**src/rtl/svg_pkg.sv**
```systemverilog
`default_nettype none
package svg_pkg;

  localparam int MAX_VERTICES = 64;
  localparam int COORD_BITS   = 24;
  localparam int ANGLE_BITS   = 16;
  localparam int CORDIC_ITERS = 16;

  localparam int UDIM_W  = COORD_BITS - 1;
  localparam int CNT_W   = $clog2(MAX_VERTICES) + 1;
  localparam int IDX_W   = $clog2(MAX_VERTICES);
  localparam int ANG_W   = 32;
  localparam int NUM_W   = ANG_W + IDX_W;
  localparam int DEN_W   = CNT_W;
  localparam int DSTEP_W = $clog2(NUM_W);
  localparam int ATAN_IDX_W = 5;
  localparam int CR_W    = 34;
  localparam int TRIG_W  = 32;
  localparam int SUM_W   = COORD_BITS + 4;
  localparam int PROD_W  = UDIM_W + 1 + TRIG_W;
  localparam int OFF_W   = PROD_W - 30;

  localparam logic [ANG_W-1:0] QUARTER  = 32'h4000_0000;
  localparam logic [ANG_W-1:0] HALF     = 32'h8000_0000;
  localparam logic [CR_W-1:0]  CORDIC_K = CR_W'(652032874);

  localparam logic [2:0] CMD_RECT    = 3'd0;
  localparam logic [2:0] CMD_ROUNDED = 3'd1;
  localparam logic [2:0] CMD_RHOMBUS = 3'd2;
  localparam logic [2:0] CMD_CIRCLE  = 3'd3;
  localparam logic [2:0] CMD_PIE     = 3'd4;
  localparam logic [2:0] CMD_STAR    = 3'd5;

  typedef logic signed [COORD_BITS-1:0] coord_t;
  typedef logic signed [SUM_W-1:0] wide_t;

  function automatic logic [ANG_W-1:0] atan_val(input logic [ATAN_IDX_W-1:0] idx);
    logic [ANG_W-1:0] v;
    unique case (idx)
      5'd0:  v = 32'h20000000;
      5'd1:  v = 32'h12E4051E;
      5'd2:  v = 32'h09FB385B;
      5'd3:  v = 32'h051111D4;
      5'd4:  v = 32'h028B0D43;
      5'd5:  v = 32'h0145D7E1;
      5'd6:  v = 32'h00A2F61E;
      5'd7:  v = 32'h00517C55;
      5'd8:  v = 32'h0028BE53;
      5'd9:  v = 32'h00145F2F;
      5'd10: v = 32'h000A2F98;
      5'd11: v = 32'h000517CC;
      5'd12: v = 32'h00028BE6;
      5'd13: v = 32'h000145F3;
      5'd14: v = 32'h0000A2FA;
      5'd15: v = 32'h0000517D;
      5'd16: v = 32'h000028BE;
      5'd17: v = 32'h0000145F;
      5'd18: v = 32'h00000A30;
      5'd19: v = 32'h00000518;
      5'd20: v = 32'h0000028C;
      5'd21: v = 32'h00000146;
      5'd22: v = 32'h000000A3;
      5'd23: v = 32'h00000051;
      default: v = '0;
    endcase
    return v;
  endfunction

  function automatic coord_t sat_coord(input wide_t v);
    wide_t hi;
    wide_t lo;
    coord_t res;
    hi = SUM_W'({1'b0, {(COORD_BITS-1){1'b1}}});
    lo = -hi - SUM_W'(1);
    if (v > hi) begin
      res = hi[COORD_BITS-1:0];
    end else if (v < lo) begin
      res = lo[COORD_BITS-1:0];
    end else begin
      res = v[COORD_BITS-1:0];
    end
    return res;
  endfunction

endpackage
`default_nettype wire

```
**src/rtl/svg_cordic.sv**
```systemverilog
`default_nettype none
module svg_cordic
  import svg_pkg::*;
(
  input  wire logic             clk,
  input  wire logic             rst_n,
  input  wire logic             start,
  input  wire logic [ANG_W-1:0] angle,
  output logic                  done,
  output logic signed [TRIG_W-1:0] cos_o,
  output logic signed [TRIG_W-1:0] sin_o
);

  logic signed [CR_W-1:0] x_r, x_nxt, y_r, y_nxt, z_r, z_nxt;
  logic signed [CR_W-1:0] dx, dy, at;
  logic [ATAN_IDX_W-1:0]  step_r, step_nxt;
  logic                   busy_r, busy_nxt, done_r, done_nxt, neg_r, neg_nxt;
  logic [ANG_W-1:0]       a_adj, a_sum;
  logic signed [TRIG_W-1:0] cos_r, cos_nxt, sin_r, sin_nxt;

  always_comb begin
    a_sum    = angle + QUARTER;
    a_adj    = a_sum[ANG_W-1] ? angle + HALF : angle;
    dx       = y_r >>> step_r;
    dy       = x_r >>> step_r;
    at       = $signed(CR_W'(atan_val(step_r)));
    x_nxt    = x_r;
    y_nxt    = y_r;
    z_nxt    = z_r;
    step_nxt = step_r;
    busy_nxt = busy_r;
    neg_nxt  = neg_r;
    done_nxt = 1'b0;
    cos_nxt  = cos_r;
    sin_nxt  = sin_r;
    if (start) begin
      // Angles in the left half plane are turned by a half turn first.
      neg_nxt  = a_sum[ANG_W-1];
      x_nxt    = $signed(CORDIC_K);
      y_nxt    = '0;
      z_nxt    = CR_W'($signed(a_adj));
      step_nxt = '0;
      busy_nxt = 1'b1;
    end else if (busy_r) begin
      if (!z_r[CR_W-1]) begin
        x_nxt = x_r - dx;
        y_nxt = y_r + dy;
        z_nxt = z_r - at;
      end else begin
        x_nxt = x_r + dx;
        y_nxt = y_r - dy;
        z_nxt = z_r + at;
      end
      step_nxt = step_r + ATAN_IDX_W'(1);
      if (step_r == ATAN_IDX_W'(CORDIC_ITERS - 1)) begin
        busy_nxt = 1'b0;
        done_nxt = 1'b1;
        cos_nxt  = neg_r ? TRIG_W'(-x_nxt) : TRIG_W'(x_nxt);
        sin_nxt  = neg_r ? TRIG_W'(-y_nxt) : TRIG_W'(y_nxt);
      end
    end
  end

  always_ff @(posedge clk) begin
    if (!rst_n) begin
      busy_r <= 1'b0;
      done_r <= 1'b0;
    end else begin
      busy_r <= busy_nxt;
      done_r <= done_nxt;
    end
  end

  always_ff @(posedge clk) begin
    x_r    <= x_nxt;
    y_r    <= y_nxt;
    z_r    <= z_nxt;
    step_r <= step_nxt;
    neg_r  <= neg_nxt;
    cos_r  <= cos_nxt;
    sin_r  <= sin_nxt;
  end

  assign done  = done_r;
  assign cos_o = cos_r;
  assign sin_o = sin_r;

endmodule
`default_nettype wire

```
**config.mk**
```make
export PLATFORM = sky130hd
export DESIGN_NAME = svg_cordic
export DESIGN_NICKNAME = d
export VERILOG_FILES = /design/src/rtl/svg_pkg.sv /design/src/rtl/svg_cordic.sv
export SDC_FILE = /design/constraint.sdc
export NUM_CORES = 1
export LEC_CHECK = 0
export BUFFER_PORTS_ARGS = -buffer_cell sky130_fd_sc_hd__buf_2
export CAP_MARGIN = 20
export CORE_ASPECT_RATIO = 1.5
export CORE_MARGIN = 4
export CORE_UTILIZATION = 58
export DETAILED_ROUTE_END_ITERATION = 16
export PLACE_DENSITY = 0.79
export REMOVE_ABC_BUFFERS = 1
export SYNTH_ARGS = -nofsm -noshare
export SYNTH_HDL_FRONTEND = slang
export SYNTH_SLANG_ARGS = --single-unit
```
**constraint.sdc**
```tcl
create_clock -name clk -period 6.1 [get_ports clk]
set_clock_uncertainty 0.1 [all_clocks]
set_input_delay 0.61 -clock clk [delete_from_list [all_inputs] [get_ports clk]]
set_output_delay 0.61 -clock clk [all_outputs]
set_load 0.01 [all_outputs]
```
==> impl_metrics.json, run 1 <==
{
  "status": "did not finish",
  "failed_stage": "global routing",
  "firstError": "[ERROR GRT-0232] Routing congestion too high. Check the congestion heatmap in the GUI.",
  "worst_endpoint": "sin_o[31]$_DFFE_PP_/D",
  "avgSynthCellArea_um2": 8.44,
  "overflow": 5,
  "io_pins": 100,
  "yosys-top-cells-area": "edfxtp_1, dfxtp_1, mux4_2",
  "cts_htree_levels": 1,
  "synthTopCellsByCount": "nor2_1, nand2_1, a21oi_1",
  "cts_root_buf": "clkbuf_16",
  "grt_max_degree": 65,
  "synth_edf_count": 99,
  "synth_cell_types": 90,
  "worstEndpointType": "sequential cell input",
  "antenna_found_initial": 14,
  "yosysSeqAreaShare": 0.242,
  "synth_top_area_frac": 0.142,
  "place_area_um2": 26900,
  "cts_made_buffers": 24,
  "cts_hold_buf": 0,
  "clockBufferDepth": 3,
  "yosys.cell_count.top_type": "nor2_1",
  "cts.sink_count": 204,
  "dieHeight_um": 241,
  "post-dp-hpwl_um": 70600,
  "synth-seq-cells": 204,
  "synth_area_leader_cell": "edfxtp_1",
  "synthFlopType": "dfxtp_1",
  "synthArstFlopShare": 0,
  "die_x_um": 163,
  "place_inst": 3624,
  "netlist_area_um2": 20900,
  "yosys_warnings": 0,
  "synth_cells": 2480,
  "gp_congestion": 1.08,
  "placementRows": 85,
  "port_buffers": 99,
  "track_usage": 0.634,
  "initial_utilization": 0.586
}
[per-layer routing]
| layer | overflow | global-route usage |
|---|---|---|
| met5 | 0 | 0.0614 |
| met4 | 3 | 0.689 |
| met3 | 1 | 0.375 |
| met2 | 1 | 0.902 |
| met1 | 0 | 0.594 |
[kinds of logic after synthesis]
kind of cell | after synthesis | share of synthesized area
AOI/OAI and AO/OA | 706 | 0.217
and+or+nand+nor | 799 | 0.178
DFF | 204 | 0.242
xor gates and xnor gates | 230 | 0.0962
muxes | 219 | 0.154
buffers and inverters | 204 | 0.0406
adders and majority gates | 118 | 0.0716
[timing repair]
| action | CTS |
|---|---|
| hold endpoints to repair | 0 |
| cloned | 0 |
| pin swaps | 78 |
| resized for setup | 196 |
| setup endpoints to repair | 41 |
| setup buffers | 55 |
[per-stage QoR]
| step | setup TNS [ps] | hold WS (ps) | utilization | worst slack (ps) |
|---|---|---|---|---|
| 3_5_place_dp | -16300 | 416 | 0.752 | -812 |
| 3_3_place_gp | -10200 | 404 | 0.752 | -568 |
| 4_1_cts | -1180 | 164 | 0.813 | -225 |
| 2_1_floorplan | -233060 | 364 | - | -3260 |
==> inputs of run 2 (changes only) <==
CORE_ASPECT_RATIO = not set   (was 1.5)
CORE_UTILIZATION = 40   (was 58)
PLACE_DENSITY = not set   (was 0.79)
PLACE_DENSITY_LB_ADDON = 0.15   (was not set)
clock period = 7.95 ns   (was 6.1 ns; I/O delays follow)
==> impl_metrics.json, run 2 <==
{
  "status": "complete, no violations",
  "final_util": 0.452,
  "worst_setup_path_start_kind": "flop",
  "netlist_area_um2": 20900,
  "gp_congestion": 0.982,
  "cts-resized-gates": 0,
  "final_cell_mix": "nor2_1, nand2_1, a21oi_1, o21ai_0, xnor2_1",
  "rsz0062_at_grt": "false",
  "crit_path_frequent_cell": "buf_4",
  "placementRows": 83,
  "synthFlopType": "dfxtp_1",
  "hold_viol": 0,
  "p_per_area_nw_per_um2": 546,
  "yosys_warnings": 0,
  "worstPathArrival_ps": 7580,
  "routed_wl_um": 73500,
  "drcViolationCount": 0,
  "end_kind": "flop",
  "clk_pin_slew_ps": 60,
  "final_common_cell": "nor2_1",
  "antenna_found_initial": 0,
  "vias_per_cell": 6.11,
  "grt_max_degree": 65,
  "track_usage": 0.249,
  "final.fill_count": 5113,
  "worstPathRequired_ps": 8160,
  "overflow": 0,
  "drive_gt1_frac": 0.152,
  "initial_utilization": 0.406,
  "crit_path_max_incr_delay_ps": 700,
  "drt_iter0_drc": 1844,
  "nets": 2711,
  "post-dp-hpwl_um": 55200,
  "synth_edf_count": 99,
  "yosys-top-cells-area": "edfxtp_1, dfxtp_1, mux4_2",
  "coreArea_um2": 51600,
  "fin_crit_ps": 7370,
  "drv_cap": 0,
  "synthArstFlopShare": 0,
  "routed-via-count": 19900,
  "cts_htree_levels": 1,
  "dieArea_um2": 56100,
  "setup_viol": 0,
  "io_pins": 100,
  "grt_pass1_wl_um": 113000,
  "cp_max_fo": 29,
  "postCtsSetupBuffers": 0,
  "synth_top_area_frac": 0.142,
  "maxSlewViolCount": 0,
  "wl_per_cell_um": 22.6,
  "criticalPathCategory": "reg2reg",
  "hold_class": "in2reg",
  "dr.pass1.iters": 5,
  "slew_headroom": 0.330,
  "cts_hold_buf": 0,
  "fmax_mhz": 136,
  "flow.area_growth_from_synthesis_pct": 11.4,
  "synth_area_leader_cell": "edfxtp_1",
  "yosys.cell_count.top_type": "nor2_1",
  "clockBufferDepth": 3,
  "ant_nets": 0,
  "p_leak_nw": 9.36,
  "synth_cell_types": 90,
  "worst_ir_drop_vdd_uv": 262,
  "cts_tree": "yes",
  "synth-seq-cells": 204,
  "yosysSeqAreaShare": 0.242,
  "grt_pass1_vias": 19000,
  "dieHeight_um": 237,
  "reg_top3": "x_r x34, y_r x34, z_r x34",
  "synthTopCellsByCount": "nor2_1, nand2_1, a21oi_1",
  "avgSynthCellArea_um2": 8.44,
  "diodes": 0,
  "cts_root_buf": "clkbuf_16",
  "cts.sink_count": 204,
  "tightest_slew_ps": 999,
  "synth_cells": 2480,
  "fin_crit_sh": 0.927,
  "port_buffers": 99,
  "cts_made_buffers": 26,
  "die_x_um": 237,
  "crit_slowest_cell": "dfxtp_2",
  "whs_ps": 371,
  "clock_latency_ps": 590
}
run 2: area by class of cell:
class / count / area, µm² / area share
Clock buffer: 33 / 719 / 0.0309
Clock inverter: 15 / 190 / 0.00816
Inverter: 68 / 255 / 0.0109
Multi-Input combinational cell: 2072 / 15000 / 0.644
Sequential cell: 204 / 5090 / 0.218
Tap cell: 680 / 851 / 0.0365
Timing Repair Buffer: 186 / 1190 / 0.0509
run 2: critical path, delay by kind of cell, from the launching register on:
kind	cells	cell delay, ps
flip-flops	1	700
AO/OA/AOI/OAI	7	1710
buffers and inverters	4	1040
adder cells (fa/ha/maj)	1	360
XOR/XNOR	3	370
AND/OR/NAND/NOR	10	2410
multiplexers	1	390
run 2: power breakdown:
group          switching, mW  internal [mW]  leakage (nW)
sequential             0.479           1.64          1.80
clock                  0.509          0.770         0.444
combinational           5.35           3.97          7.12
total                   6.34           6.38          9.36
run 2: logic make-up after synthesis:
kind of cell	count (synthesis)	synth area share
compound gates	706	0.217
buf+inv	204	0.0406
flops	204	0.242
xor+xnor	230	0.0962
mux	219	0.154
fa+ha+maj	118	0.0716
simple gates	799	0.178
run 2: path summary, 6_finish.rpt:
check                                             from                  end  cells after the start  slack (ps)
worst max-delay path            step_r[2]$_SDFFE_PP0P_  cos_o[31]$_DFFE_PP_                     26         580
worst min register to register     y_r[0]$_SDFFE_PP0P_  y_r[0]$_SDFFE_PP0P_                      2         410
worst max register to register  step_r[2]$_SDFFE_PP0P_  cos_o[31]$_DFFE_PP_                     26         580
worst min-delay path                             rst_n    busy_r$_SDFF_PN0_                      2         370
run 2: through the flow:
step	std cells	worst slack, ps	TNS, ps	area (µm²)	total power, mW
finish	3258	580	0	23300	12.7
detailed placement	3208	505	0	22400	11.3
CTS	3256	504	0	23300	12.7
global placement	3207	477	0	22400	11.2
global route	3258	72.2	0	23300	13.8
floorplan	2344	-1410	-42640	20300	8.78
run 2: routing by layer:
layer,up-vias,part of all wire,GRT usage
met5,-,0,0
met4,0,0.032,0.0740
met3,148,0.067,0.0316
met2,776,0.45,0.399
met1,9625,0.45,0.352
li1,9371,-,-
No activity file was read; power rests on OpenSTA's default activity.
