$ cat config.mk
export PLATFORM = sky130hd
export DESIGN_NAME = svg_divider
export DESIGN_NICKNAME = d
export VERILOG_FILES = /design/src/rtl/svg_pkg.sv /design/src/rtl/svg_divider.sv
export SDC_FILE = /design/constraint.sdc
export NUM_CORES = 1
export LEC_CHECK = 0
export BUFFER_PORTS_ARGS = -buffer_cell sky130_fd_sc_hd__buf_2
export CAP_MARGIN = 20
export CORE_ASPECT_RATIO = 0.8
export CORE_MARGIN = 4
export CORE_UTILIZATION = 54
export DETAILED_ROUTE_END_ITERATION = 10
export MAX_ROUTING_LAYER = met4
export PLACE_DENSITY = 0.89
export SYNTH_ARGS = -nofsm -noshare
export SYNTH_HDL_FRONTEND = slang
export SYNTH_SLANG_ARGS = --single-unit
$ cat constraint.sdc
create_clock -name clk -period 2.8 [get_ports clk]
set_input_delay 0 -clock clk [delete_from_list [all_inputs] [get_ports clk]]
set_output_delay 0 -clock clk [all_outputs]
set_load 0.005 [all_outputs]
$ cat src/rtl/svg_pkg.sv
`default_nettype none
package svg_pkg;

  localparam int MAX_VERTICES = 64;
  localparam int COORD_BITS   = 24;
  localparam int ANGLE_BITS   = 16;
  localparam int CORDIC_ITERS = 16;

  localparam int UDIM_W  = COORD_BITS - 1;
  localparam int CNT_W   = $clog2(MAX_VERTICES) + 1;
  localparam int IDX_W   = $clog2(MAX_VERTICES);
  localparam int ANG_W   = 32;
  localparam int NUM_W   = ANG_W + IDX_W;
  localparam int DEN_W   = CNT_W;
  localparam int DSTEP_W = $clog2(NUM_W);
  localparam int ATAN_IDX_W = 5;
  localparam int CR_W    = 34;
  localparam int TRIG_W  = 32;
  localparam int SUM_W   = COORD_BITS + 4;
  localparam int PROD_W  = UDIM_W + 1 + TRIG_W;
  localparam int OFF_W   = PROD_W - 30;

  localparam logic [ANG_W-1:0] QUARTER  = 32'h4000_0000;
  localparam logic [ANG_W-1:0] HALF     = 32'h8000_0000;
  localparam logic [CR_W-1:0]  CORDIC_K = CR_W'(652032874);

  localparam logic [2:0] CMD_RECT    = 3'd0;
  localparam logic [2:0] CMD_ROUNDED = 3'd1;
  localparam logic [2:0] CMD_RHOMBUS = 3'd2;
  localparam logic [2:0] CMD_CIRCLE  = 3'd3;
  localparam logic [2:0] CMD_PIE     = 3'd4;
  localparam logic [2:0] CMD_STAR    = 3'd5;

  typedef logic signed [COORD_BITS-1:0] coord_t;
  typedef logic signed [SUM_W-1:0] wide_t;

  function automatic logic [ANG_W-1:0] atan_val(input logic [ATAN_IDX_W-1:0] idx);
    logic [ANG_W-1:0] v;
    unique case (idx)
      5'd0:  v = 32'h20000000;
      5'd1:  v = 32'h12E4051E;
      5'd2:  v = 32'h09FB385B;
      5'd3:  v = 32'h051111D4;
      5'd4:  v = 32'h028B0D43;
      5'd5:  v = 32'h0145D7E1;
      5'd6:  v = 32'h00A2F61E;
      5'd7:  v = 32'h00517C55;
      5'd8:  v = 32'h0028BE53;
      5'd9:  v = 32'h00145F2F;
      5'd10: v = 32'h000A2F98;
      5'd11: v = 32'h000517CC;
      5'd12: v = 32'h00028BE6;
      5'd13: v = 32'h000145F3;
      5'd14: v = 32'h0000A2FA;
      5'd15: v = 32'h0000517D;
      5'd16: v = 32'h000028BE;
      5'd17: v = 32'h0000145F;
      5'd18: v = 32'h00000A30;
      5'd19: v = 32'h00000518;
      5'd20: v = 32'h0000028C;
      5'd21: v = 32'h00000146;
      5'd22: v = 32'h000000A3;
      5'd23: v = 32'h00000051;
      default: v = '0;
    endcase
    return v;
  endfunction

  function automatic coord_t sat_coord(input wide_t v);
    wide_t hi;
    wide_t lo;
    coord_t res;
    hi = SUM_W'({1'b0, {(COORD_BITS-1){1'b1}}});
    lo = -hi - SUM_W'(1);
    if (v > hi) begin
      res = hi[COORD_BITS-1:0];
    end else if (v < lo) begin
      res = lo[COORD_BITS-1:0];
    end else begin
      res = v[COORD_BITS-1:0];
    end
    return res;
  endfunction

endpackage
`default_nettype wire

$ cat src/rtl/svg_divider.sv
`default_nettype none
module svg_divider
  import svg_pkg::*;
(
  input  wire logic             clk,
  input  wire logic             rst_n,
  input  wire logic             start,
  input  wire logic [NUM_W-1:0] num,
  input  wire logic [DEN_W-1:0] den,
  output logic                  done,
  output logic [ANG_W-1:0]      quo
);

  logic [NUM_W-1:0]   num_r, num_nxt;
  logic [NUM_W-1:0]   q_r, q_nxt;
  logic [DEN_W-1:0]   rem_r, rem_nxt;
  logic [DEN_W-1:0]   den_r;
  logic [DSTEP_W-1:0] step_r, step_nxt;
  logic               busy_r, busy_nxt;
  logic               done_r, done_nxt;
  logic [DEN_W:0]     trial;

  // One quotient bit per cycle, restoring form.
  always_comb begin
    trial    = {rem_r, num_r[NUM_W-1]};
    num_nxt  = num_r;
    q_nxt    = q_r;
    rem_nxt  = rem_r;
    step_nxt = step_r;
    busy_nxt = busy_r;
    done_nxt = 1'b0;
    if (start) begin
      num_nxt  = num;
      rem_nxt  = '0;
      step_nxt = '0;
      busy_nxt = 1'b1;
    end else if (busy_r) begin
      num_nxt = {num_r[NUM_W-2:0], 1'b0};
      if (trial >= {1'b0, den_r}) begin
        rem_nxt = DEN_W'(trial - {1'b0, den_r});
        q_nxt   = {q_r[NUM_W-2:0], 1'b1};
      end else begin
        rem_nxt = trial[DEN_W-1:0];
        q_nxt   = {q_r[NUM_W-2:0], 1'b0};
      end
      step_nxt = step_r + DSTEP_W'(1);
      if (step_r == DSTEP_W'(NUM_W - 1)) begin
        busy_nxt = 1'b0;
        done_nxt = 1'b1;
      end
    end
  end

  always_ff @(posedge clk) begin
    if (!rst_n) begin
      busy_r <= 1'b0;
      done_r <= 1'b0;
    end else begin
      busy_r <= busy_nxt;
      done_r <= done_nxt;
    end
  end

  always_ff @(posedge clk) begin
    num_r  <= num_nxt;
    q_r    <= q_nxt;
    rem_r  <= rem_nxt;
    step_r <= step_nxt;
    if (start) begin
      den_r <= den;
    end
  end

  assign done = done_r;
  assign quo  = q_r[ANG_W-1:0];

endmodule
`default_nettype wire

==> flow_summary.rst, run 1 <==
.. list-table::
   :header-rows: 1

   * - Metric
     - Value
   * - Run status
     - completed
   * - Post-route non-filler standard cell count
     - approximately 470
   * - Violation count after the first detailed-routing iteration
     - between 100 and 150
   * - Final worst-path cycle share
     - 0.773
   * - Type of the worst min-delay path
     - in2reg
   * - Setup Skew
     - slightly above 0.01 ns
   * - Number of cells after detailed placement
     - between 400 and 500
   * - Number of enable flip-flop cells after synthesis
     - a little under 80
   * - Num Clock Sinks
     - 92
   * - Cells taking the most area after synthesis
     - sky130_fd_sc_hd__edfxtp_1 61%, sky130_fd_sc_hd__mux2_2 11%, sky130_fd_sc_hd__dfxtp_1 7.9%, sky130_fd_sc_hd__ha_1 3.0%, sky130_fd_sc_hd__inv_1 1.4%
   * - Mapped Area
     - 3820 um2
   * - Final wirelength
     - roughly 7600 um
   * - VDD IR max
     - roughly 320 uV
   * - TritonCTS clock tree
     - yes
   * - Proportion of total power due to net switching
     - 0.241
   * - Number of different library cells in the post-synthesis netlist
     - between 40 and 50
   * - Drt pass-1 iters
     - 4
   * - Power density of the placed cells
     - 558 nW/um2
   * - Clock period minus worst slack
     - between 2 and 2.5 ns
   * - Final Max Slew Viols
     - 0
   * - Via count of the first global-routing pass
     - between 2000 and 2500
   * - Number of vias in the routed layout
     - approximately 2500
   * - Maximum clock frequency
     - 462 MHz
   * - Critical path's top delay family
     - compound AO/OA/AOI/OAI gates
   * - Initial core utilization
     - 0.554
   * - Ratio of cells with drive above 1 in the final layout
     - 0.377
   * - Main combinational cell family by area after synthesis
     - multiplexers
   * - Post-CTS Setup Bufs
     - 0
   * - Share of the synthesized area in the top cell type
     - 0.606
   * - Non-Filler Cell Area, Final
     - 4970 um2
   * - Simple-gate portion of the synthesized area
     - 0.0682
   * - FFs w/ async S/R, synth
     - 0
   * - Power share of the combinational group
     - 0.111
   * - Total overflow reported by the global router
     - 0
   * - Unrepaired setup endpoints after global routing
     - false
   * - Post-synthesis share of cell area spent on full adders, half adders and majority gates
     - 0.0348
   * - Detail Route Antenna Nets
     - 0
   * - Buffer cell driving the clock tree root
     - sky130_fd_sc_hd__clkbuf_8
   * - Filler cell count
     - 445
   * - Slowest stage cell on the critical path
     - sky130_fd_sc_hd__fa_1
   * - Area Growth Syn to Fin
     - 30.3%
   * - Crit. End Element
     - flip-flop
   * - Transition at the pin with the smallest max-transition slack
     - 0.654 ns
   * - Top flip-flop cell by instance count after synthesis
     - sky130_fd_sc_hd__edfxtp_1
   * - Height of the chip
     - about 83 um
   * - Number of synthesized register bits
     - between 90 and 100
   * - Instance area after placement
     - roughly 4300 um2
   * - Post-layout power
     - approximately 2.8 mW
   * - DR vias/cell
     - 5.23
   * - Number of nets in the final layout
     - between 400 and 500
   * - Largest net degree at the start of global routing
     - 53
   * - Synthesized instance count
     - between 200 and 250
   * - Synthesized-area fraction occupied by xor and xnor cells
     - 0.0115
   * - Number of port buffers
     - 80
   * - Die Footprint
     - 8480 um2
   * - Switching power total
     - between 600 and 700 uW
   * - Part of the power in the clock network
     - 0.302
   * - Critical Path RT
     - between 3 and 4 ns
   * - Sequence of cells on the critical path
     - inv_1, ha_1, fa_1, and2b_1, o22ai_4, a31o_2, a2111o_1, o211ai_1
   * - Clock Latency Late Sink
     - about 0.35 ns
   * - Horizontal die dimension
     - slightly above 100 um
   * - Worst Path Max Fanout
     - 4
   * - Number of buffers created by CTS
     - 9
   * - Htree depth
     - 3
   * - Critical path arrival
     - ~2.5 ns
   * - Multiplexer share of the synthesized area
     - 0.114
   * - Syn. warnings
     - 0
   * - Number of antenna violations at the first check in global routing
     - 0
   * - Slew HR
     - 0.563
   * - Total of endpoints with negative setup slack in the final report
     - 0
   * - Net count of the mapped netlist
     - a little over 300
   * - Fraction of the mapped netlist area in compound gates
     - 0.0623
   * - Most repeated cell in the gate-level netlist after synthesis
     - sky130_fd_sc_hd__edfxtp_1
   * - Sum of negative setup slack
     - 0 ns
   * - I/O pin count
     - a little over 80
   * - Clk buf depth
     - 2
   * - Routed wire length per instance
     - ~16 um
   * - Clock transition at path regs
     - approximately 0.10 ns
   * - Num rows
     - 27
   * - Wire length of the first global-routing pass
     - 12000 um
   * - Sequential share of power
     - 0.586
   * - Core ar.
     - slightly below 7000 um2
   * - Total global routing track utilization
     - 0.187
   * - Top cells by count, synth
     - 77 x sky130_fd_sc_hd__edfxtp_1, 37 x sky130_fd_sc_hd__mux2_2, 15 x sky130_fd_sc_hd__dfxtp_1
   * - Crit path buffers/inverters
     - 1
   * - Static Leakage
     - just under 2 nW
   * - Final Hold Viols
     - 0
   * - Max-cap violations
     - 0
   * - Fin Hold WS
     - 0.0883 ns
   * - DRC violations left
     - 0
   * - # resized after CTS
     - 0
   * - Sequential area share after synthesis
     - 0.685
   * - Library cell occupying the most area in the post-synthesis netlist
     - sky130_fd_sc_hd__edfxtp_1
   * - Int Pwr
     - 2.10 mW
   * - Detailed-placement wirelength estimate
     - approximately 4800 um
   * - Worst stage delay on the critical path
     - 0.38 ns
   * - Mean cell area of the mapped netlist
     - roughly 15 um2
   * - Number of diodes added for antenna fixing
     - 0
   * - Worst setup path class
     - reg2reg
   * - Setup crit start kind
     - flip-flop
   * - Final Wtd Congestion
     - between 0.9 and 1
worst register-to-register path, cell delays in order (launching register included):
cell                       delay, ns
sky130_fd_sc_hd__edfxtp_1       0.36
sky130_fd_sc_hd__inv_1          0.05
sky130_fd_sc_hd__ha_1           0.22
sky130_fd_sc_hd__fa_1           0.38
sky130_fd_sc_hd__and2b_1        0.27
sky130_fd_sc_hd__o22ai_4        0.11
sky130_fd_sc_hd__a31o_2         0.25
sky130_fd_sc_hd__a2111o_1       0.37
sky130_fd_sc_hd__o211ai_1       0.08
kinds of logic after synthesis:
logic type	Yosys count
compound gates	29
mux	39
flops	92
xor+xnor	5
fa+ha+maj	10
simple gates	49
buf+inv	23
path summary, 6_finish.rpt:
kind | startpoint | to | slack, ns | cells after the start
min | start | rem_r[3] | 0.09 | 4
min reg2reg | q_r[24] | q_r[25] | 0.45 | 0
max | num_r[37] | rem_r[3] | 0.64 | 8
max reg2reg | num_r[37] | rem_r[3] | 0.64 | 8
cell type report:
class | instances | area (um2) | area share
Timing Repair Buffer | 130 | 891 | 0.179
Inverter | 15 | 56.3 | 0.0113
Sequential cell | 92 | 2610 | 0.526
Clock inverter | 7 | 67.6 | 0.0136
Clock buffer | 9 | 124 | 0.0249
Tap cell | 87 | 109 | 0.0219
Multi-Input combinational cell | 132 | 1110 | 0.224
state kept, by name (all words and copies together), names as in the netlist:
signal  flops
done        1
den_r       7
num_r      38
step_r      6
rem_r       7
q_r        32
busy_r      1
power groups by stage:
| stage | registers (mW) | clock network [mW] | logic (mW) |
|---|---|---|---|
| after global placement | 1.65 | 0 | 0.246 |
| after global routing | 1.64 | 0.935 | 0.339 |
| after CTS | 1.63 | 0.869 | 0.306 |
| final | 1.63 | 0.838 | 0.309 |
| after detailed placement | 1.66 | 0 | 0.256 |
| after floorplan | 1.65 | 0 | 0.169 |
what timing repair did:
action	4_1_cts	5_1_grt
setup endpoints to repair	0	0
hold endpoints to repair	47	0
hold buffers	46	0
placed cells by master (no fill, tap or decap), types with 2 or more instances in the layout:
cell                            instances
sky130_fd_sc_hd__buf_4                  4
sky130_fd_sc_hd__o21a_1                 2
sky130_fd_sc_hd__o211ai_1               4
sky130_fd_sc_hd__xnor2_1                2
sky130_fd_sc_hd__inv_1                 14
sky130_fd_sc_hd__ha_1                   9
sky130_fd_sc_hd__o311ai_0               2
sky130_fd_sc_hd__o21ai_0                4
sky130_fd_sc_hd__nor3b_1                2
sky130_fd_sc_hd__nand2b_1               3
sky130_fd_sc_hd__buf_2                 80
sky130_fd_sc_hd__clkbuf_8               9
sky130_fd_sc_hd__and2_1                 2
sky130_fd_sc_hd__mux2_2                37
sky130_fd_sc_hd__nand4_1                5
sky130_fd_sc_hd__nand2_1               14
sky130_fd_sc_hd__mux2i_1                2
sky130_fd_sc_hd__dfxtp_1               15
sky130_fd_sc_hd__edfxtp_1              77
sky130_fd_sc_hd__dlygate4sd3_1         46
sky130_fd_sc_hd__nor2_1                10
sky130_fd_sc_hd__a21oi_1                4
sky130_fd_sc_hd__xor2_1                 3
sky130_fd_sc_hd__inv_6                  3
sky130_fd_sc_hd__nor3_1                 2
metrics by stage:
step	setup WS (ns)	util
final	0.637	0.721
after global routing	0.525	0.721
after CTS	0.638	0.721
after detailed placement	0.671	0.627
after global placement	0.723	0.627
after floorplan	0.524	-
per-layer routing:
layer  track usage  wire length (um)
met2         0.292              3630
met1         0.246              3280
met4        0.0369                61
met3        0.0579               593
met5             -                 0
(Power assumes the default switching activity.)
==> inputs of run 2 (changes only) <==
--- a/config.mk
+++ b/config.mk
@@ -5,14 +5,15 @@
 export SDC_FILE = /design/constraint.sdc
 export NUM_CORES = 1
 export LEC_CHECK = 0
+export ABC_AREA = 1
 export BUFFER_PORTS_ARGS = -buffer_cell sky130_fd_sc_hd__buf_2
 export CAP_MARGIN = 20
 export CORE_ASPECT_RATIO = 0.8
 export CORE_MARGIN = 4
-export CORE_UTILIZATION = 54
+export CORE_UTILIZATION = 49
 export DETAILED_ROUTE_END_ITERATION = 10
 export MAX_ROUTING_LAYER = met4
-export PLACE_DENSITY = 0.89
+export PLACE_DENSITY = 0.86
 export SYNTH_ARGS = -nofsm -noshare
 export SYNTH_HDL_FRONTEND = slang
 export SYNTH_SLANG_ARGS = --single-unit
==> constraint.sdc (replaced) <==
create_clock -name clk -period 1.8 [get_ports clk]
set_input_delay 0 -clock clk [delete_from_list [all_inputs] [get_ports clk]]
set_output_delay 0 -clock clk [all_outputs]
set_load 0.005 [all_outputs]
==> run 2 against run 1 <==
Against the previous run:
- final cell count grew 28%
- die area up 11%
- power up 58%
- sequential cell count is the same
- first-iteration DRC count increased by 91%
- synthesized area rose by 1.7%
- highest routed layer unchanged
- sequential share of layout area is 1.5 points lower
- routed wire length up 11%
- clock skew up 0.0021 ns
==> flow_summary.rst, run 2 <==
.. list-table::
   :header-rows: 1

   * - Metric
     - Value
   * - Run status
     - completed
   * - Detail Route Antenna Nets
     - 0
   * - Sequential share of power
     - 0.575
   * - Max-cap violations
     - 0
   * - Power density of the placed cells
     - 860 nW/um2
   * - Number of port buffers
     - 80
   * - Filler cell count
     - 546
   * - I/O pin count
     - roughly 80
   * - Buffer cell driving the clock tree root
     - sky130_fd_sc_hd__clkbuf_8
   * - Total of endpoints with negative setup slack in the final report
     - 0
   * - Total global routing track utilization
     - 0.194
   * - Post-route non-filler standard cell count
     - roughly 600
   * - Violation count after the first detailed-routing iteration
     - just over 200
   * - Height of the chip
     - 87.6 um
   * - Top cells by count, synth
     - 156 x sky130_fd_sc_hd__nand2_1, 77 x sky130_fd_sc_hd__edfxtp_1, 27 x sky130_fd_sc_hd__inv_1
   * - Worst Min Path Start
     - den[0]
   * - Worst stage delay on the critical path
     - roughly 0.39 ns
   * - Largest net degree at the start of global routing
     - 49
   * - Leading cell type in the layout, fill and taps excluded
     - sky130_fd_sc_hd__nand2_1
   * - Global-route met2 utilization
     - 0.311
   * - Detailed-placement wirelength estimate
     - just over 5000 um
   * - Worst r2r dst
     - rem_r[0]
   * - Int Pwr
     - ~3.2 mW
   * - Sequence of cells on the critical path
     - ha_2, fa_2, inv_2, nand2_2, nand2_2, nand3_2, nand3_4, nand2_2, nand3_2, o21ai_2
   * - Mean cell area of the mapped netlist
     - between 10 and 15 um2
   * - Number of buffers created by CTS
     - 9
   * - Number of cells traversed by the worst hold path
     - 2
   * - Proportion of total power due to net switching
     - 0.261
   * - Met3 global-route usage
     - 0.0590
   * - Clock Latency Late Sink
     - around 0.37 ns
   * - Critical path arrival
     - just under 2 ns
   * - Final worst-path cycle share
     - 0.960
   * - Crit. End Element
     - flip-flop
   * - Worst setup path class
     - reg2reg
   * - Critical path's top delay family
     - adder cells
   * - Cells taking the most area after synthesis
     - sky130_fd_sc_hd__edfxtp_1 60%, sky130_fd_sc_hd__nand2_1 15%, sky130_fd_sc_hd__dfxtp_1 7.7%, sky130_fd_sc_hd__ha_1 2.9%, sky130_fd_sc_hd__inv_1 2.6%
   * - VDD IR max
     - around 630 uV
   * - Most frequent cells in the layout
     - 151 x sky130_fd_sc_hd__nand2_1, 80 x sky130_fd_sc_hd__buf_2, 77 x sky130_fd_sc_hd__edfxtp_1
   * - Number of vias in the routed layout
     - approximately 2900
   * - Final Max Slew Viols
     - 0
   * - Register with the most flip-flops
     - num_r
   * - Library cell occupying the most area in the post-synthesis netlist
     - sky130_fd_sc_hd__edfxtp_1
   * - Slew HR
     - 0.422
   * - Ratio of cells with drive above 1 in the final layout
     - 0.264
   * - Drt pass-1 iters
     - 5
   * - Most repeated cell in the gate-level netlist after synthesis
     - sky130_fd_sc_hd__nand2_1
   * - Total overflow reported by the global router
     - 0
   * - Top flip-flop cell by instance count after synthesis
     - sky130_fd_sc_hd__edfxtp_1
   * - Core ar.
     - between 7000 and 8000 um2
   * - FFs w/ async S/R, synth
     - 0
   * - Syn. warnings
     - 0
   * - Depth of the worst register-to-register path
     - 10
   * - Net count of the mapped netlist
     - between 400 and 500
   * - Met1 GRT Util
     - 0.235
   * - Crit path buffers/inverters
     - 1
   * - DR vias/cell
     - approximately 4.8
   * - Initial core utilization
     - 0.515
   * - Clock transition at path regs
     - approximately 0.090 ns
   * - Wire length of the first global-routing pass
     - approximately 14000 um
   * - Number of enable flip-flop cells after synthesis
     - 77
   * - Number of antenna violations at the first check in global routing
     - 0
   * - Transition at the pin with the smallest max-transition slack
     - 0.865 ns
   * - Slowest stage cell on the critical path
     - sky130_fd_sc_hd__edfxtp_1
   * - R2R setup slack
     - slightly above 0.07 ns
   * - Number of nets in the final layout
     - 550
   * - TritonCTS clock tree
     - yes
   * - Sequential area share after synthesis
     - 0.673
   * - DRC violations left
     - 0
   * - Number of different library cells in the post-synthesis netlist
     - 30
   * - Most crowded layer after global routing
     - met2
   * - Num Clock Sinks
     - 92
   * - Final Hold Viols
     - 0
   * - Routed wire length per instance
     - between 10 and 15 um
   * - Registers with the most flip-flops
     - num_r (38), q_r (32)
   * - Maximum clock frequency
     - ~580 MHz
   * - Type of the worst min-delay path
     - in2reg
   * - Part of the power in the clock network
     - 0.294
   * - Multi-input gate area in the final layout
     - 1150 um2
   * - Number of cells after detailed placement
     - ~540
   * - Num rows
     - 28
   * - Unrepaired setup endpoints after global routing
     - true
   * - Endpoint of the worst hold-timing path
     - den_r[0]
   * - Final Wtd Congestion
     - 0.885
   * - Reg2Reg Launch Point
     - den_r[0]
   * - Htree depth
     - 3
   * - Sum of negative setup slack
     - 0 ns
   * - Setup crit start kind
     - flip-flop
   * - Power share of the combinational group
     - 0.131
   * - Clk buf depth
     - 2
   * - Critical Path RT
     - between 2 and 2.5 ns
   * - Setup Skew
     - roughly 0.012 ns
   * - Final wirelength
     - about 8400 um
   * - Number of diodes added for antenna fixing
     - 0
   * - Clock period minus worst slack
     - roughly 1.7 ns
   * - Horizontal die dimension
     - between 100 and 150 um
   * - Area Growth Syn to Fin
     - 31.8%
   * - Synthesized instance count
     - 359
   * - Most frequent cell on the critical path
     - sky130_fd_sc_hd__nand2_2
   * - Total area of sequential cells
     - about 2600 um2
   * - Number of synthesized register bits
     - 92
   * - Mapped Area
     - 3880 um2
   * - Worst Path Max Fanout
     - 8
   * - Via count of the first global-routing pass
     - 2853
   * - Static Leakage
     - ~2.3 nW
   * - Switching power total
     - around 1.1 mW
   * - Share of the synthesized area in the top cell type
     - 0.596
   * - Largest register FFs
     - 38
   * - Die Footprint
     - about 9400 um2
==> run 2: changes by cell type in the layout (fill, tap and decap cells not counted), moves of 6 or more <==
cell                      previous run  this run
sky130_fd_sc_hd__nand2_1            14       151
sky130_fd_sc_hd__nand3_2             0         6
sky130_fd_sc_hd__mux2_2             37         0
sky130_fd_sc_hd__nand3_1             0        11
sky130_fd_sc_hd__nand2_2             0         9
sky130_fd_sc_hd__inv_1              14        26
==> run 2: worst register-to-register path, cell delays in order (launching register included) <==
cell                       delay, ns
sky130_fd_sc_hd__edfxtp_1       0.39
sky130_fd_sc_hd__ha_2           0.22
sky130_fd_sc_hd__fa_2           0.38
sky130_fd_sc_hd__inv_2          0.07
sky130_fd_sc_hd__nand2_2        0.04
sky130_fd_sc_hd__nand2_2        0.08
sky130_fd_sc_hd__nand3_2        0.10
sky130_fd_sc_hd__nand3_4        0.13
sky130_fd_sc_hd__nand2_2        0.08
sky130_fd_sc_hd__nand3_2        0.07
sky130_fd_sc_hd__o21ai_2        0.05
==> run 2: power groups by stage <==
stage	sequential, mW	clock (mW)	combinational, mW
6_report	2.53	1.29	0.575
3_5_place_dp	2.57	0	0.462
5_1_grt	2.54	1.43	0.645
3_3_place_gp	2.57	0	0.441
2_1_floorplan	2.56	0	0.302
4_1_cts	2.53	1.33	0.545
==> run 2: layer usage <==
layer / wire length (um) / part of all wire
met1: 3610 / 0.43
met2: 4100 / 0.49
met3: 548 / 0.065
met4: 173 / 0.021
met5: 0 / 0
==> run 2: final cells by class <==
class	instances	share of cell area
Clock inverter	7	0.0125
Timing Repair Buffer	131	0.179
Inverter	31	0.0232
Tap cell	105	0.0257
Clock buffer	9	0.0242
Multi-Input combinational cell	227	0.225
Sequential cell	92	0.511
==> run 2: cells by family after synthesis <==
logic type,after synthesis,synth area share
fa+ha+maj,10,0.0342
flops,92,0.673
xor+xnor,3,0.00677
simple gates,203,0.226
compound gates,11,0.0184
buf+inv,40,0.0413
==> run 2: what timing repair did <==
item                                    4_1_cts  5_1_grt
resized for setup                             2       13
hold buffers                                 47        0
setup buffers                                 0        1
pin swaps                                     0        6
endpoints found under the setup margin        7       13
endpoints found under the hold margin        53        0
==> run 2: stage by stage <==
step	instance area (um2)	util	hold slack, ns	setup slack [ns]	power, mW
3_3_place_gp	4400	0.585	0.176	0.0510	3.01
6_report	5110	0.679	0.335	0.0718	4.40
2_1_floorplan	3880	-	0.0989	0.121	2.86
4_1_cts	5070	0.673	0.307	0.0188	4.41
5_1_grt	5110	0.679	0.323	-0.0352	4.61
3_5_place_dp	4400	0.585	0.179	-0.0292	3.04
==> run 2: how the worst max path moves through the flow <==
stage              start       end  slack [ns]  depth (start not counted)
3_5_place_dp   num_r[37]  rem_r[2]       -0.03                         12
5_1_grt         den_r[0]  rem_r[0]       -0.04                         10
4_1_cts        num_r[37]  rem_r[0]        0.02                         11
3_3_place_gp   num_r[37]  rem_r[0]        0.05                         12
2_1_floorplan  num_r[37]  rem_r[0]        0.12                         12
6_report        den_r[0]  rem_r[0]        0.07                         10
==> inputs of run 3 (changes only) <==
--- a/config.mk
+++ b/config.mk
@@ -8,12 +8,14 @@
 export ABC_AREA = 1
 export BUFFER_PORTS_ARGS = -buffer_cell sky130_fd_sc_hd__buf_2
 export CAP_MARGIN = 20
+export CELL_PAD_IN_SITES_DETAIL_PLACEMENT = 1
+export CELL_PAD_IN_SITES_GLOBAL_PLACEMENT = 2
 export CORE_ASPECT_RATIO = 0.8
 export CORE_MARGIN = 4
-export CORE_UTILIZATION = 49
+export CORE_UTILIZATION = 31
 export DETAILED_ROUTE_END_ITERATION = 10
 export MAX_ROUTING_LAYER = met4
-export PLACE_DENSITY = 0.86
+export PLACE_DENSITY = 0.85
 export SYNTH_ARGS = -nofsm -noshare
 export SYNTH_HDL_FRONTEND = slang
 export SYNTH_SLANG_ARGS = --single-unit
==> constraint.sdc (replaced) <==
create_clock -name clk -period 1.8 [get_ports clk]
set_input_delay 0 -clock clk [delete_from_list [all_inputs] [get_ports clk]]
set_output_delay 0 -clock clk [all_outputs]
set_load 0.1 [all_outputs]
==> run 3 against run 2 <==
Against the previous run:
- fmax down 2.0%
- sequential power about the same
- global-route usage down 5.5 points
- die area up 53%
- via count about the same
- sequential cell count unchanged
- critical path depth unchanged
- clock power up 67%
- setup slack worse by 0.035 ns
- final area up 5.4%
- combinational power up 32%
==> flow_summary.rst, run 3 (synthesized netlist as in run 2, its figures left out) <==
.. list-table::
   :header-rows: 1

   * - Metric
     - Value
   * - Run status
     - completed
   * - Setup Skew
     - 0.00559 ns
   * - Violation count after the first detailed-routing iteration
     - 128
   * - Final worst-path cycle share
     - 0.979
   * - VDD IR max
     - about 530 uV
   * - Number of port buffers
     - 80
   * - Power share of the combinational group
     - 0.139
   * - Leading cell type in the layout, fill and taps excluded
     - sky130_fd_sc_hd__nand2_1
   * - Clock Latency Late Sink
     - around 0.34 ns
   * - TritonCTS clock tree
     - yes
   * - Worst stage delay on the critical path
     - slightly below 0.4 ns
   * - Filler cell count
     - around 1400
   * - Static Leakage
     - around 2.4 nW
   * - Final core occ
     - 0.441
   * - Critical path's top delay family
     - adder cells
   * - Initial core utilization
     - 0.318
   * - Sequence of cells on the critical path
     - ha_2, fa_2, inv_2, nand2_2, nand2_2, nand3_2, nand3_4, nand2_1, nand3_2, o21ai_2
   * - Area Growth Syn to Fin
     - 38.9%
   * - Crit. End Element
     - flip-flop
   * - Multi-input gate area in the final layout
     - between 1000 and 1500 um2
   * - Final Wtd Congestion
     - approximately 0.8
   * - Total overflow reported by the global router
     - 0
   * - Sequential share of power
     - 0.464
   * - Final Hold Viols
     - 0
   * - Power density of the placed cells
     - a little over 1000 nW/um2
   * - Unrepaired setup endpoints after global routing
     - true
   * - Total of endpoints with negative setup slack in the final report
     - 0
   * - I/O pin count
     - roughly 80
   * - Worst setup path class
     - reg2reg
   * - Total global routing track utilization
     - 0.139
   * - Height of the chip
     - 108 um
   * - Htree depth
     - 3
   * - Register with the most flip-flops
     - num_r
   * - Detail Route Antenna Nets
     - 0
   * - Slowest stage cell on the critical path
     - sky130_fd_sc_hd__fa_2
   * - Max-cap violations
     - 0
   * - Setup crit start kind
     - flip-flop
   * - Total area of sequential cells
     - 2610 um2
   * - Largest net degree at the start of global routing
     - between 40 and 50
   * - Drt pass-1 iters
     - 4
   * - Largest register FFs
     - 38
   * - Clock period minus worst slack
     - between 1.5 and 2 ns
   * - Number of vias in the routed layout
     - roughly 2900
   * - Detailed-placement wirelength estimate
     - 6350 um
   * - Proportion of total power due to net switching
     - 0.248
   * - Post-layout power
     - approximately 5.5 mW
   * - Switching power total
     - 1.35 mW
   * - Final wirelength
     - around 9300 um
   * - Buffer cell driving the clock tree root
     - sky130_fd_sc_hd__clkbuf_16
   * - Clk buf depth
     - 2
   * - DRC violations left
     - 0
   * - Type of the worst min-delay path
     - in2reg
   * - Horizontal die dimension
     - 133 um
   * - Registers with the most flip-flops
     - num_r (38), q_r (32)
   * - Final Max Slew Viols
     - 0
   * - Core ar.
     - between 10000 and 15000 um2
   * - Via count of the first global-routing pass
     - around 3000
   * - Crit path buffers/inverters
     - 1
   * - Part of the power in the clock network
     - 0.397
   * - Num rows
     - 36
   * - Num Clock Sinks
     - between 90 and 100
   * - Transition at the pin with the smallest max-transition slack
     - 0.516 ns
   * - Number of nets in the final layout
     - 551
   * - DR vias/cell
     - around 4.4
   * - Number of diodes added for antenna fixing
     - 0
   * - Worst Path Max Fanout
     - 8
   * - Ratio of cells with drive above 1 in the final layout
     - 0.269
   * - Wire length of the first global-routing pass
     - 15200 um
   * - Most frequent cells in the layout
     - 150 x sky130_fd_sc_hd__nand2_1, 80 x sky130_fd_sc_hd__buf_2, 77 x sky130_fd_sc_hd__edfxtp_1
   * - Slew HR
     - 0.658
   * - Critical path arrival
     - around 2 ns
   * - Int Pwr
     - 4.11 mW
   * - Die Footprint
     - about 14000 um2
   * - Number of buffers created by CTS
     - 9
   * - Clock transition at path regs
     - 0.06 ns
   * - Number of antenna violations at the first check in global routing
     - 0
   * - Routed wire length per instance
     - about 14 um
   * - Maximum clock frequency
     - 567 MHz
   * - Critical Path RT
     - 2.03 ns
[run 3: metal layers]
| metal | part of all wire | track usage |
|---|---|---|
| met3 | 0.055 | 0.0451 |
| met5 | 0 | - |
| met2 | 0.47 | 0.229 |
| met1 | 0.45 | 0.163 |
| met4 | 0.017 | 0.0415 |
[run 3: what timing repair did]
| action | 4_1_cts | 5_1_grt |
|---|---|---|
| hold buffers | 46 | 0 |
| setup buffers | 0 | 1 |
| resized for setup | 2 | 12 |
| endpoints found under the hold margin | 47 | 0 |
| pin swaps | 0 | 5 |
| setup endpoints to repair | 7 | 7 |
[run 3: power by group through the flow]
stage	combinational [mW]	sequential, mW	clock (mW)
finish	0.759	2.53	2.16
global route	0.837	2.55	2.33
CTS	0.738	2.53	2.24
detailed placement	0.657	2.58	0
global placement	0.636	2.57	0
floorplan	0.302	2.73	0
[run 3: final timing paths]
path,to,start,cells after the start,slack (ns)
max,rem_r[0],den_r[0],10,0.04
min,step_r[5],start,2,0.14
max reg2reg,rem_r[0],den_r[0],10,0.04
min reg2reg,q_r[9],q_r[8],0,0.45
[run 3: area by class of cell]
class	instances	share of cell area
flip-flops and latches	92	0.485
multi-input cells	227	0.214
repair buffers	132	0.175
clock buffers	9	0.0418
well taps	171	0.0397
clock inverters	7	0.0230
inverters	31	0.0216
[run 3: worst register-to-register path, cell delays in order, from the launching register on]
cell and delay, ns:
sky130_fd_sc_hd__edfxtp_1 0.38, sky130_fd_sc_hd__ha_2 0.22, sky130_fd_sc_hd__fa_2 0.39, sky130_fd_sc_hd__inv_2 0.08
sky130_fd_sc_hd__nand2_2 0.05, sky130_fd_sc_hd__nand2_2 0.08, sky130_fd_sc_hd__nand3_2 0.10, sky130_fd_sc_hd__nand3_4 0.16
sky130_fd_sc_hd__nand2_1 0.09, sky130_fd_sc_hd__nand3_2 0.07, sky130_fd_sc_hd__o21ai_2 0.05
[run 3: metrics by stage]
step / area [um2] / TNS, ns / setup WS (ns) / hold WS [ns] / cells
finish: 5390 / 0 / 0.0369 / 0.140 / 669
global route: 5390 / -0.324 / -0.0613 / 0.152 / 669
CTS: 5340 / 0 / 0.0215 / 0.128 / 668
detailed placement: 4530 / -0.412 / -0.0843 / 0.179 / 606
global placement: 4530 / 0 / 0.00314 / 0.179 / 606
floorplan: 3880 / 0 / 0.121 / 0.0989 / 359
